File: config.mk
export PLATFORM = sky130hd
export DESIGN_NAME = hdmi_acr_n_cts_calc
export DESIGN_NICKNAME = d
export VERILOG_FILES = /design/src/sv/hacr_pkg.sv /design/src/sv/hacr_prep.sv /design/src/sv/hacr_div_stage.sv /design/src/sv/hdmi_acr_n_cts_calc.sv
export VERILOG_INCLUDE_DIRS = /design/src /design/src/sv
export SDC_FILE = /design/constraint.sdc
export NUM_CORES = 2
export LEC_CHECK = 0
export ABC_AREA = 1
export BUFFER_PORTS_ARGS = -buffer_cell sky130_fd_sc_hd__buf_4
export CORE_MARGIN = 4
export CORE_UTILIZATION = 35
export CTS_CLUSTER_SIZE = 10
export DETAILED_ROUTE_END_ITERATION = 8
export PLACE_DENSITY = 0.48
export SYNTH_ARGS = -nofsm -noshare
export SYNTH_HDL_FRONTEND = slang
export SYNTH_HIERARCHICAL = 1
export SYNTH_SLANG_ARGS = --single-unit
File: constraint.sdc
create_clock -name clk_i -period 7.6 [get_ports clk_i]
set_clock_uncertainty 0.2 [all_clocks]
set_input_delay 1.14 -clock clk_i [delete_from_list [all_inputs] [get_ports clk_i]]
set_output_delay 1.14 -clock clk_i [all_outputs]
set_load 0.01 [all_outputs]
File: src/sv/hdmi_acr_n_cts_calc_assert.svh
// Assertion macros shared by the ACR N/CTS calculator modules.
`ifndef HDMI_ACR_N_CTS_CALC_ASSERT_SVH
`define HDMI_ACR_N_CTS_CALC_ASSERT_SVH

// Concurrent assertion on the rising clock edge, held off while in reset.
`define HACR_ASSERT(label, prop, msg) \
  label: assert property (@(posedge clk_i) disable iff (!rst_ni) (prop)) else $error(msg);

// Implication form: the consequent must hold in the same cycle as the antecedent.
`define HACR_ASSERT_IMPL(label, ante, cons, msg) \
  label: assert property (@(posedge clk_i) disable iff (!rst_ni) (ante) |-> (cons)) \
    else $error(msg);

`endif

File: src/sv/hacr_pkg.sv
package hacr_pkg;

  // Field widths.
  localparam int unsigned PclkW = 22;
  localparam int unsigned RateW = 18;
  localparam int unsigned NW    = 15;
  localparam int unsigned CtsW  = 32;

  // Every table N is a multiple of 128, so N/128 cancels the 128 in the divisor.
  localparam int unsigned NShift = 7;
  localparam int unsigned ScaleW = NW - NShift;

  // The pixel clock is scaled from kHz to Hz.
  localparam int unsigned PclkScale = 1000;
  localparam int unsigned PclkHzW   = 32;
  localparam int unsigned NumW      = PclkHzW + ScaleW;
  localparam int unsigned RemW      = RateW;

  // Divider organization: a fixed number of quotient bits per stage.
  localparam int unsigned DivBitsPerStage = 4;
  localparam int unsigned DivStages       = NumW / DivBitsPerStage;

  // Stream widths.
  localparam int unsigned InTdataW  = 40;
  localparam int unsigned OutTdataW = 48;
  localparam int unsigned OutTuserW = 2;

  // Standard audio rates in Hz.
  localparam logic [RateW-1:0] Rate32k   = RateW'(32000);
  localparam logic [RateW-1:0] Rate44k1  = RateW'(44100);
  localparam logic [RateW-1:0] Rate48k   = RateW'(48000);
  localparam logic [RateW-1:0] Rate88k2  = RateW'(88200);
  localparam logic [RateW-1:0] Rate96k   = RateW'(96000);
  localparam logic [RateW-1:0] Rate176k4 = RateW'(176400);
  localparam logic [RateW-1:0] Rate192k  = RateW'(192000);

  // Matching N values.
  localparam logic [NW-1:0] N32k      = NW'(4096);
  localparam logic [NW-1:0] N44k1     = NW'(6272);
  localparam logic [NW-1:0] N48k      = NW'(6144);
  localparam logic [NW-1:0] N88k2     = NW'(12544);
  localparam logic [NW-1:0] N96k      = NW'(12288);
  localparam logic [NW-1:0] N176k4    = NW'(25088);
  localparam logic [NW-1:0] N192k     = NW'(24576);
  localparam logic [NW-1:0] NFallback = NW'(6144);

  // Payload carried through the divider stages.
  typedef struct packed {
    logic [RemW-1:0]  rem;
    logic [NumW-1:0]  dq;       // dividend bits leave at the top, quotient bits enter below
    logic [RateW-1:0] divisor;
    logic [NW-1:0]    n;
    logic             err;
  } div_t;

  // Picks N from the standard table, with the fallback for any other rate.
  function automatic logic [NW-1:0] pick_n(input logic [RateW-1:0] rate);
    logic [NW-1:0] n;
    unique case (rate)
      Rate32k:   n = N32k;
      Rate44k1:  n = N44k1;
      Rate48k:   n = N48k;
      Rate88k2:  n = N88k2;
      Rate96k:   n = N96k;
      Rate176k4: n = N176k4;
      Rate192k:  n = N192k;
      default:   n = NFallback;
    endcase
    return n;
  endfunction

endpackage

File: src/sv/hacr_prep.sv
`include "hdmi_acr_n_cts_calc_assert.svh"

module hacr_prep (
  input  logic                        clk_i,
  input  logic                        rst_ni,
  input  logic                        valid_i,
  output logic                        ready_o,
  input  logic [hacr_pkg::PclkW-1:0]  pclk_i,
  input  logic [hacr_pkg::RateW-1:0]  rate_i,
  output logic                        valid_o,
  input  logic                        ready_i,
  output hacr_pkg::div_t              stage_o
);
  import hacr_pkg::*;

  // Stage A: N lookup and pixel clock scaled to Hz.
  logic                 a_valid_d, a_valid_q;
  logic                 a_ready;
  logic [PclkHzW-1:0]   a_pclk_hz_d, a_pclk_hz_q;
  logic [RateW-1:0]     a_rate_q;
  logic [NW-1:0]        a_n_d, a_n_q;

  // Stage B: full numerator.
  logic                 b_valid_d, b_valid_q;
  logic                 b_ready;
  logic [NumW-1:0]      b_num_d, b_num_q;
  logic [RateW-1:0]     b_rate_q;
  logic [NW-1:0]        b_n_q;
  logic                 b_err_d, b_err_q;

  // A stage takes new data when it is empty or its content moves on.
  assign b_ready = !b_valid_q || ready_i;
  assign a_ready = !a_valid_q || b_ready;
  assign ready_o = a_ready;

  always_comb begin
    a_valid_d   = a_ready ? valid_i : a_valid_q;
    a_pclk_hz_d = PclkHzW'(pclk_i) * PclkHzW'(PclkScale);
    a_n_d       = pick_n(rate_i);
  end

  always_comb begin
    b_valid_d = b_ready ? a_valid_q : b_valid_q;
    b_num_d   = NumW'(a_pclk_hz_q) * NumW'(a_n_q[NW-1:NShift]);
    b_err_d   = (a_rate_q == '0);
  end

  // Valid bits.
  always_ff @(posedge clk_i or negedge rst_ni) begin
    if (!rst_ni) begin
      a_valid_q <= 1'b0;
      b_valid_q <= 1'b0;
    end else begin
      a_valid_q <= a_valid_d;
      b_valid_q <= b_valid_d;
    end
  end

  // Payload registers load only on a transaction into the stage.
  always_ff @(posedge clk_i) begin
    if (valid_i && a_ready) begin
      a_pclk_hz_q <= a_pclk_hz_d;
      a_rate_q    <= rate_i;
      a_n_q       <= a_n_d;
    end
    if (a_valid_q && b_ready) begin
      b_num_q  <= b_num_d;
      b_rate_q <= a_rate_q;
      b_n_q    <= a_n_q;
      b_err_q  <= b_err_d;
    end
  end

  // Seed the divider: empty remainder, numerator in the shift register.
  always_comb begin
    stage_o.rem     = '0;
    stage_o.dq      = b_num_q;
    stage_o.divisor = b_rate_q;
    stage_o.n       = b_n_q;
    stage_o.err     = b_err_q;
  end
  assign valid_o = b_valid_q;

  `HACR_ASSERT_IMPL(a_n_in_table, a_valid_q,
    a_n_q == N32k || a_n_q == N44k1 || a_n_q == N48k || a_n_q == N88k2 ||
    a_n_q == N96k || a_n_q == N176k4 || a_n_q == N192k, "N outside the standard table")
  `HACR_ASSERT_IMPL(a_err_fallback, b_valid_q && b_err_q, b_n_q == NFallback,
    "zero rate did not take the fallback N")

endmodule

File: src/sv/hacr_div_stage.sv
`include "hdmi_acr_n_cts_calc_assert.svh"

module hacr_div_stage (
  input  logic           clk_i,
  input  logic           rst_ni,
  input  logic           valid_i,
  output logic           ready_o,
  input  hacr_pkg::div_t stage_i,
  output logic           valid_o,
  input  logic           ready_i,
  output hacr_pkg::div_t stage_o
);
  import hacr_pkg::*;

  logic             valid_d, valid_q;
  div_t             data_d, data_q;
  logic [RemW-1:0]  rem_v;
  logic [NumW-1:0]  dq_v;
  logic [RemW:0]    trial;
  logic [RemW:0]    div_ext;

  assign ready_o = !valid_q || ready_i;

  // Restoring division, a few quotient bits per stage.
  always_comb begin
    rem_v   = stage_i.rem;
    dq_v    = stage_i.dq;
    div_ext = {1'b0, stage_i.divisor};
    trial   = '0;
    for (int k = 0; k < DivBitsPerStage; k++) begin
      trial = {rem_v, dq_v[NumW-1]};
      if (trial >= div_ext) begin
        rem_v = RemW'(trial - div_ext);
        dq_v  = {dq_v[NumW-2:0], 1'b1};
      end else begin
        rem_v = trial[RemW-1:0];
        dq_v  = {dq_v[NumW-2:0], 1'b0};
      end
    end
    data_d         = stage_i;
    data_d.rem     = rem_v;
    data_d.dq      = dq_v;
    valid_d        = ready_o ? valid_i : valid_q;
  end

  always_ff @(posedge clk_i or negedge rst_ni) begin
    if (!rst_ni) begin
      valid_q <= 1'b0;
    end else begin
      valid_q <= valid_d;
    end
  end

  always_ff @(posedge clk_i) begin
    if (valid_i && ready_o) begin
      data_q <= data_d;
    end
  end

  assign valid_o = valid_q;
  assign stage_o = data_q;

  `HACR_ASSERT_IMPL(a_rem_below_div, valid_q && data_q.divisor != '0,
    data_q.rem < data_q.divisor, "partial remainder not below the divisor")
  `HACR_ASSERT(a_stall_holds, valid_q && !ready_i |=> valid_q && $stable(data_q),
    "stalled divider stage lost its content")

endmodule

File: src/sv/hdmi_acr_n_cts_calc.sv
// Channel   | Dir | tdata (low bit up)                          | tuser (low bit up)
// s_axis    | in  | pixel_clock_khz[21:0], audio_rate_hz[39:22] | -
// m_axis    | out | n_value[14:0], cts_value[46:15], zero pad   | cts_overflow, rate_error
//
// One transaction is accepted per cycle while m_axis is not stalled; each passes through
// registered stages for the N lookup and the numerator multiplies, then ten divider stages of four
// quotient bits each. The preparation and divider stages set the latency.
// Reset clears only the valid bits; payload registers are loaded on a transaction.
// A stall on m_axis fills empty stages first, then holds every stage in place.
`include "hdmi_acr_n_cts_calc_assert.svh"

module hdmi_acr_n_cts_calc (
  input  logic                             clk_i,
  input  logic                             rst_ni,
  input  logic                             s_axis_tvalid,
  output logic                             s_axis_tready,
  input  logic [hacr_pkg::InTdataW-1:0]    s_axis_tdata,   // pixel_clock_khz, audio_rate_hz
  output logic                             m_axis_tvalid,
  input  logic                             m_axis_tready,
  output logic [hacr_pkg::OutTdataW-1:0]   m_axis_tdata,   // n_value, cts_value, zeros
  output logic [hacr_pkg::OutTuserW-1:0]   m_axis_tuser    // cts_overflow, rate_error
);
  import hacr_pkg::*;

  div_t  stage   [DivStages+1];
  logic  valid   [DivStages+1];
  logic  ready   [DivStages+1];
  div_t  last;
  logic  ovf;
  logic  [CtsW-1:0] cts;

  // Operand preparation.
  hacr_prep u_prep (
    .clk_i   (clk_i),
    .rst_ni  (rst_ni),
    .valid_i (s_axis_tvalid),
    .ready_o (s_axis_tready),
    .pclk_i  (s_axis_tdata[PclkW-1:0]),
    .rate_i  (s_axis_tdata[PclkW+RateW-1:PclkW]),
    .valid_o (valid[0]),
    .ready_i (ready[0]),
    .stage_o (stage[0])
  );

  // Divider pipeline.
  for (genvar g = 0; g < DivStages; g++) begin : g_div
    hacr_div_stage u_div (
      .clk_i   (clk_i),
      .rst_ni  (rst_ni),
      .valid_i (valid[g]),
      .ready_o (ready[g]),
      .stage_i (stage[g]),
      .valid_o (valid[g+1]),
      .ready_i (ready[g+1]),
      .stage_o (stage[g+1])
    );
  end

  assign ready[DivStages] = m_axis_tready;

  // Result fields; a zero rate forces CTS and overflow to zero.
  always_comb begin
    last = stage[DivStages];
    cts  = last.err ? '0 : last.dq[CtsW-1:0];
    ovf  = !last.err && (last.dq[NumW-1:CtsW] != '0);
  end

  assign m_axis_tvalid = valid[DivStages];
  assign m_axis_tdata  = {(OutTdataW-NW-CtsW)'(0), cts, last.n};
  assign m_axis_tuser  = {last.err, ovf};

  `HACR_ASSERT_IMPL(a_ready_passes, m_axis_tready, s_axis_tready,
    "input stalled while the output side is ready")
  `HACR_ASSERT_IMPL(a_err_clean, m_axis_tvalid && m_axis_tuser[1],
    m_axis_tdata[NW-1:0] == NFallback && !m_axis_tuser[0],
    "zero-rate result carries wrong N or an overflow")

endmodule
### After elaboration in Yosys (flattened, before gate mapping)

Cells that the tools add are included.

| word-level totals | value |
|---|---|
| logic and storage cells | 275 |
| input bits | 44 |
| output and inout port bits | 52 |
| register bits | 1,032 |

| operators by class | value |
|---|---|
| $mul | 2 |
| magnitude comparators | 40 |
| equality and inequality tests | 6 |
| reductions and logical operators | 40 |
| add/sub/neg operators | 39 |
| multiplexer cells | 81 |

Operator list:

| cell | number |
|---|---|
| 19-bit by 18-bit greater-or-equal comparator with 1-bit output | 39 |
| 18-bit two-way mux | 39 |
| 18-bit subtractor | 38 |
| 15-bit case mux with 6 select lines | 1 |
| 1-bit two-way mux | 40 |
| 29-bit by 8-bit multiplier with 37-bit output | 1 |
| 18-bit by 17-bit equality test with 1-bit output, second input constant | 2 |
| 18-bit equality test, second input constant | 2 |
| 32-bit two-way mux | 1 |
| 22-bit by 7-bit multiplier with 29-bit output, second input constant | 1 |
| 18-bit by 15-bit equality test with 1-bit output, second input constant | 1 |
| 18-bit by 16-bit equality test with 1-bit output, second input constant | 1 |
| 1-bit by 18-bit greater-or-equal comparator with 1-bit output | 1 |
| 18-bit zero test | 1 |
| 1-bit by 18-bit subtractor with 18-bit output | 1 |
| 1-bit logical AND | 13 |
| 1-bit zero test | 13 |
| 1-bit logical OR | 12 |
| 8-bit nonzero test | 1 |

### Logic depth before layout (Yosys ltp)

| logic depth | value |
|---|---|
| word-level depth | 14 |
| gate-level depth with buffers | 62 |
| depth with buffers taken out | 57 |

### Hierarchy

The synthesis kept the hierarchy.

Modules (own cells, without submodules):

| module | seq. area each (µm²) | area an instance (µm²) | cells each | times used |
|---|---|---|---|---|
| hacr_div_stage (g_div[2].u_div ...) | 2,787.7 | 7,312.0 | 909 | 5 |
| hacr_prep | 3,563.4 | 15,867.7 | 1,948 | 1 |
| hacr_div_stage (g_div[0].u_div) | 2,787.7 | 7,601.0 | 918 | 1 |
| hacr_div_stage (g_div[1].u_div) | 2,787.7 | 7,469.7 | 918 | 1 |
| hacr_div_stage (g_div[3].u_div) | 2,787.7 | 7,354.6 | 918 | 1 |
| hacr_div_stage (g_div[9].u_div) | 2,787.7 | 7,318.3 | 909 | 1 |
| hacr_div_stage (g_div[4].u_div) | 2,787.7 | 7,294.5 | 903 | 1 |
| hdmi_acr_n_cts_calc | 0.0 | 339.1 | 79 | 1 |

### Worst setup path after synthesis

No wires, ideal clock.

| timing | value |
|---|---|
| kind | register to register |
| start point | reg g_div[0].u_div.data_q (netlist bit g_div[0].u_div/stage_o[17]) |
| end point | reg g_div[1].u_div.data_q (netlist bit g_div[1].u_div/stage_o[85]), data pin |
| arrival | 7,280 ps |
| library setup time | 252 ps |
| path buffers | 5 |
| period minus slack after synthesis | 7,732 ps |
| cell stages (with the launch flop) | 55 |
| data required time | 7,148 ps |
| path slack | -132 ps |
| cell sequence | edfxtp_1 inv_1 ha_1 nand2_1 o21ai_2 nand2_1 nand3_2 nand3_2 nand2_2 inv_2 clkbuf_1 o21ai_0 ha_1 nand2_1 nand2_1 nand3_1 nand2_1 a21oi_1 [... 19 more ...] a21oi_4 nand3_4 buf_4 nand2_1 nand2_1 ha_1 a21o_1 nor3_1 o21ai_1 nand3_1 nand2_1 nand3_1 o311ai_0 a21oi_4 nand2_8 buf_12 nand2_2 nand2_1 |

| on the way | value |
|---|---|
| cells in the longest elaborated chain, start to end | 8 |
| elaborated cells on any way between the ends | 12 |
| classes of those cells | add/sub (4); order compare (4); mux (4) |

RTL lines:

| element | line | text |
|---|---|---|
| start: declaration | hacr_div_stage.sv:16 | `div_t data_d, data_q;` |
| start signal: assignment | hacr_div_stage.sv:56 | `data_q <= data_d;` |
| 18-bit subtractor / 19-bit by 18-bit greater-or-equal comparator with 1-bit output (equally long branches) | hacr_div_stage.sv:33, hacr_div_stage.sv:32 |  |
| 18-bit two-way mux | hacr_div_stage.sv:32 | `if (trial >= div_ext) begin` |
| 18-bit subtractor / 19-bit by 18-bit greater-or-equal comparator with 1-bit output (equally long branches) | hacr_div_stage.sv:33, hacr_div_stage.sv:32 |  |
| 18-bit two-way mux | hacr_div_stage.sv:32 |  |
| 18-bit subtractor / 19-bit by 18-bit greater-or-equal comparator with 1-bit output (equally long branches) | hacr_div_stage.sv:33, hacr_div_stage.sv:32 |  |
| 18-bit two-way mux | hacr_div_stage.sv:32 |  |
| 18-bit subtractor / 19-bit by 18-bit greater-or-equal comparator with 1-bit output (equally long branches) | hacr_div_stage.sv:33, hacr_div_stage.sv:32 |  |
| 18-bit two-way mux * | hacr_div_stage.sv:32 |  |
| net g_div[1].u_div.rem_v[11] | hacr_div_stage.sv:17 | `logic [RemW-1:0] rem_v;` |
| end signal: assignment | hacr_div_stage.sv:56 |  |
| end: declaration | hacr_div_stage.sv:16 |  |

The timed path passes the listed nets; every way through them passes the cells marked *.
A chain may end at the register's enable or synchronous reset.

### Worst setup path in the final report

| timing | value |
|---|---|
| start point | reg g_div[4].u_div.data_q (netlist bit g_div[4].u_div/stage_o[85]) |
| end point | reg g_div[5].u_div.data_q (netlist bit g_div[5].u_div/stage_o[85]), data pin |

| on the way | value |
|---|---|
| cells in the longest elaborated chain, start to end | 8 |
| elaborated cells on any way between the ends | 12 |
| classes of those cells | add/sub (4); order compare (4); mux (4) |

RTL lines:

| element | line |
|---|---|
| start: declaration | hacr_div_stage.sv:16 |
| start signal: assignment | hacr_div_stage.sv:56 |
| 18-bit subtractor / 19-bit by 18-bit greater-or-equal comparator with 1-bit output (equally long branches) | hacr_div_stage.sv:33, hacr_div_stage.sv:32 |
| 18-bit two-way mux * | hacr_div_stage.sv:32 |
| 18-bit subtractor / 19-bit by 18-bit greater-or-equal comparator with 1-bit output (equally long branches) | hacr_div_stage.sv:33, hacr_div_stage.sv:32 |
| 18-bit two-way mux * | hacr_div_stage.sv:32 |
| 19-bit by 18-bit greater-or-equal comparator with 1-bit output / 18-bit subtractor (equally long branches) | hacr_div_stage.sv:32, hacr_div_stage.sv:33 |
| 18-bit two-way mux * | hacr_div_stage.sv:32 |
| 18-bit subtractor / 19-bit by 18-bit greater-or-equal comparator with 1-bit output (equally long branches) | hacr_div_stage.sv:33, hacr_div_stage.sv:32 |
| 18-bit two-way mux * | hacr_div_stage.sv:32 |
| net g_div[5].u_div.rem_v[11] | hacr_div_stage.sv:17 |
| end signal: assignment | hacr_div_stage.sv:56 |
| end: declaration | hacr_div_stage.sv:16 |

Marked as above.

==> load_flow_metrics.sql <==
INSERT INTO impl_metrics (metric_group, metric, value, unit) VALUES
('status', 'outcome', 'finished with violations', ''),
('status', 'violated_checks', 'negative setup slack', ''),
('clock_tree', 'worstSkewPairLatency', '0.82', 'ns'),
('global_route', 'grt_max_degree', '93', ''),
('final_layout', 'finish.instance_area', '128000', 'um^2'),
('global_route', 'grt_pass1_vias', '82500', ''),
('timing', 'final_count_of_negative_setup_slack_endpoints', '13', ''),
('placed_design', 'dpl_worst_slack', '-0.729', 'ns'),
('clock_tree', 'cts_max_level', '4', ''),
('logic_synthesis', 'postSynthCellCount', '11000', ''),
('floorplan', 'fp.dieArea', '260000', 'um^2'),
('clock_tree', 'cts_max_path_buffers', '3', ''),
('floorplan', 'die_h', '510', 'um'),
('timing', 'finalWorstPathRequiredPeriod', '7.63', 'ns'),
('final_layout', 'post_route_cells_drive_above_1_share', '35.4', '%'),
('worst_setup_path', 'worst_setup_path_start_kind', 'flop', ''),
('clock_tree', 'clkSlewWorstSetupHoldPaths', '0.06', 'ns'),
('timing', 'setup_slack_after_layout', '-0.0288', 'ns'),
('floorplan', 'initial_core_util', '35.1', '%'),
('global_route', 'gr-usage-all-layers', '22.4', '%'),
('final_layout', 'layout.filler_cells', '23900', ''),
('placed_design', 'routabilityCongestion', '0.927', ''),
('timing', 'grt_setup_unrepaired', 'yes', ''),
('worst_setup_path', 'timing.critical_path.required', '7.95', 'ns'),
('clock_tree', 'cts_root_buf', 'sky130_fd_sc_hd__clkbuf_16', ''),
('final_layout', 'mostFrequentLayoutCells', 'sky130_fd_sc_hd__nand2_1 (2862), sky130_fd_sc_hd__buf_4 (2841), sky130_fd_sc_hd__inv_1 (1483)', ''),
('worst_setup_path', 'crit_path_max_fanout', '18', ''),
('timing', 'maxSlewViolCount', '0', ''),
('final_layout', 'seqCellArea', '30400', 'um^2'),
('final_layout', 'post_layout_nonfiller_instances', '17400', ''),
('routing', 'drt_wl_total', '303000', 'um'),
('floorplan', 'num_rows', '184', ''),
('logic_synthesis', 'yosys_warnings', '6', ''),
('placed_design', 'detailed_place.area', '111000', 'um^2'),
('final_layout', 'syn_to_final_growth', '44.8', '%'),
('run', 'timing.max_cap.violations', '0', ''),
('final_layout', 'postLayoutCoreUtil', '50.9', '%'),
('worst_setup_path', 'cp_num_buf_inv', '6', ''),
('placed_design', 'place.detailed.instances', '16800', ''),
('worst_setup_path', 'max_stage_delay', '0.53', 'ns'),
('worst_setup_path', 'endpoint_kind', 'flop', ''),
('timing', 'final_hold_viol_count', '0', ''),
('floorplan', 'floorplan.core_area', '251000', 'um^2'),
('routing', 'drt-wirelength-per-cell', '17.4', 'um'),
('logic_synthesis', 'syn_avg_cell_area', '8.02', 'um^2'),
('clock_tree', 'cts_tree', 'yes', ''),
('global_route', 'grt_pass1_wl', '460000', 'um'),
('final_layout', 'multi_input_area', '59200', 'um^2'),
('worst_hold_path', 'timing.hold.worst.class', 'reg2reg', ''),
('global_route', 'antenna_found_initial', '7', ''),
('floorplan', 'num_io_pins', '96', ''),
('global_route', 'overflow', '0', ''),
('final_layout', 'final_net_count', '15200', ''),
('final_layout', 'final_common_cell', 'sky130_fd_sc_hd__nand2_1', ''),
('worst_setup_path', 'cp_data_arrival_time', '7.98', 'ns'),
('routing', 'routed_via_density', '4.77', ''),
('worst_setup_path', 'critPathMostFrequentCell', 'sky130_fd_sc_hd__nand2_1', ''),
('worst_setup_path', 'crit_family', 'simple AND/OR/NAND/NOR gates', ''),
('timing', 'final.period_utilization', '100', '%'),
('routing', 'residual_drc', '0', ''),
('worst_setup_path', 'worst-setup-path-type', 'reg2reg', ''),
('routing', 'drt_first_iter_violations', '4861', ''),
('routing', 'detailedRoute.firstPassIterationCount', '6', ''),
('timing', 'timing.slew.headroom', '24.0', '%'),
('placed_design', 'estimated_wirelength_of_the_detail_placed_design', '239000', 'um'),
('routing', 'vias', '83100', ''),
('clock_tree', 'tritoncts_buffers', '132', ''),
('timing', 'fmax', '131', 'MHz'),
('clock_tree', 'cts_num_sinks', '1013', ''),
('routing', 'postRouteAntennaNets', '0', ''),
('logic_synthesis', 'synthesis.area', '88200', 'um^2'),
('floorplan', 'die-width', '510', 'um'),
('placed_design', 'portBuffers', '94', ''),
('timing', 'worst_pin_slew', '1.14', 'ns'),
('worst_setup_path', 'crit_path_top_delay_cell', 'sky130_fd_sc_hd__edfxtp_1', '');
==> metal layers <==
layer,up-vias,share of wire [%],track usage [%]
met2,1421,48,38.2
met3,361,3.4,2.04
met5,-,0,0
li1,42000,-,-
met4,0,2.7,5.67
met1,39300,46,30.5
==> worst register-to-register path, delay by kind of cell, from the launching register on <==
family | cells | cell delay (ns)
AND/OR/NAND/NOR | 37 | 3.86
adder cells (fa/ha/maj) | 4 | 1.07
AO/OA/AOI/OAI | 8 | 1.03
buffers and inverters | 6 | 0.69
flip-flops | 1 | 0.53
==> final timing paths <==
path                                             from                    endpoint  slack, ns  cells past startpoint
max                        g_div[4].u_div/stage_o[85]  g_div[5].u_div/stage_o[85]      -0.03                     55
min                        g_div[2].u_div/stage_o[46]  g_div[3].u_div/stage_o[50]       0.19                      0
max reg2reg                g_div[4].u_div/stage_o[85]  g_div[5].u_div/stage_o[85]      -0.03                     55
min reg2reg                g_div[2].u_div/stage_o[46]  g_div[3].u_div/stage_o[50]       0.19                      0
max in group asynchronous                      rst_ni      g_div[1].u_div/valid_o       6.53                      2
min in group asynchronous                      rst_ni      g_div[8].u_div/valid_o       0.52                      2
==> flip-flops by register name (all words and copies together) (netlist names) <==
signal,count
u_prep/a_n_q,7
g_div.u_div/valid_o,10
u_prep/b_n_q,7
u_prep/b_err_q,1
u_prep/a_pclk_hz_q,29
u_prep/valid_o,1
u_prep/a_valid_q,1
g_div.u_div/stage_o,884
u_prep/b_rate_q,18
u_prep/a_rate_q,18
u_prep/b_num_q,37
==> area by class of cell <==
class | count | area share [%]
clock inverters | 43 | 0.484
well taps | 3348 | 3.28
diodes | 6 | 0.0118
repair inverters | 11 | 0.0970
inverters | 1669 | 5.01
multi-input cells | 8198 | 46.4
clock buffers | 158 | 2.66
repair buffers | 2969 | 18.3
flip-flops and latches | 1013 | 23.8
==> timing repair <==
| item | 4_1_cts | 5_1_grt |
|---|---|---|
| buffers inserted | 172 | 194 |
| setup endpoints to repair | 171 | 172 |
| hold endpoints to repair | 12 | 0 |
| cloned | 31 | 23 |
| gates resized for setup | 691 | 1264 |
| hold buffers | 1 | 0 |
| pin swaps | 145 | 477 |
==> through the flow <==
stage | hold slack [ns] | setup TNS, ns
after CTS | 0.186 | 0
after global placement | 0.201 | -78.20
after floorplan | 0.200 | 0
final | 0.190 | -0.130
after detailed placement | 0.205 | -88.07
after global routing | 0.200 | -48.15
Power is not shown: default switching activity piles up to over one toggle a cycle in this logic, so the estimate is an artifact.
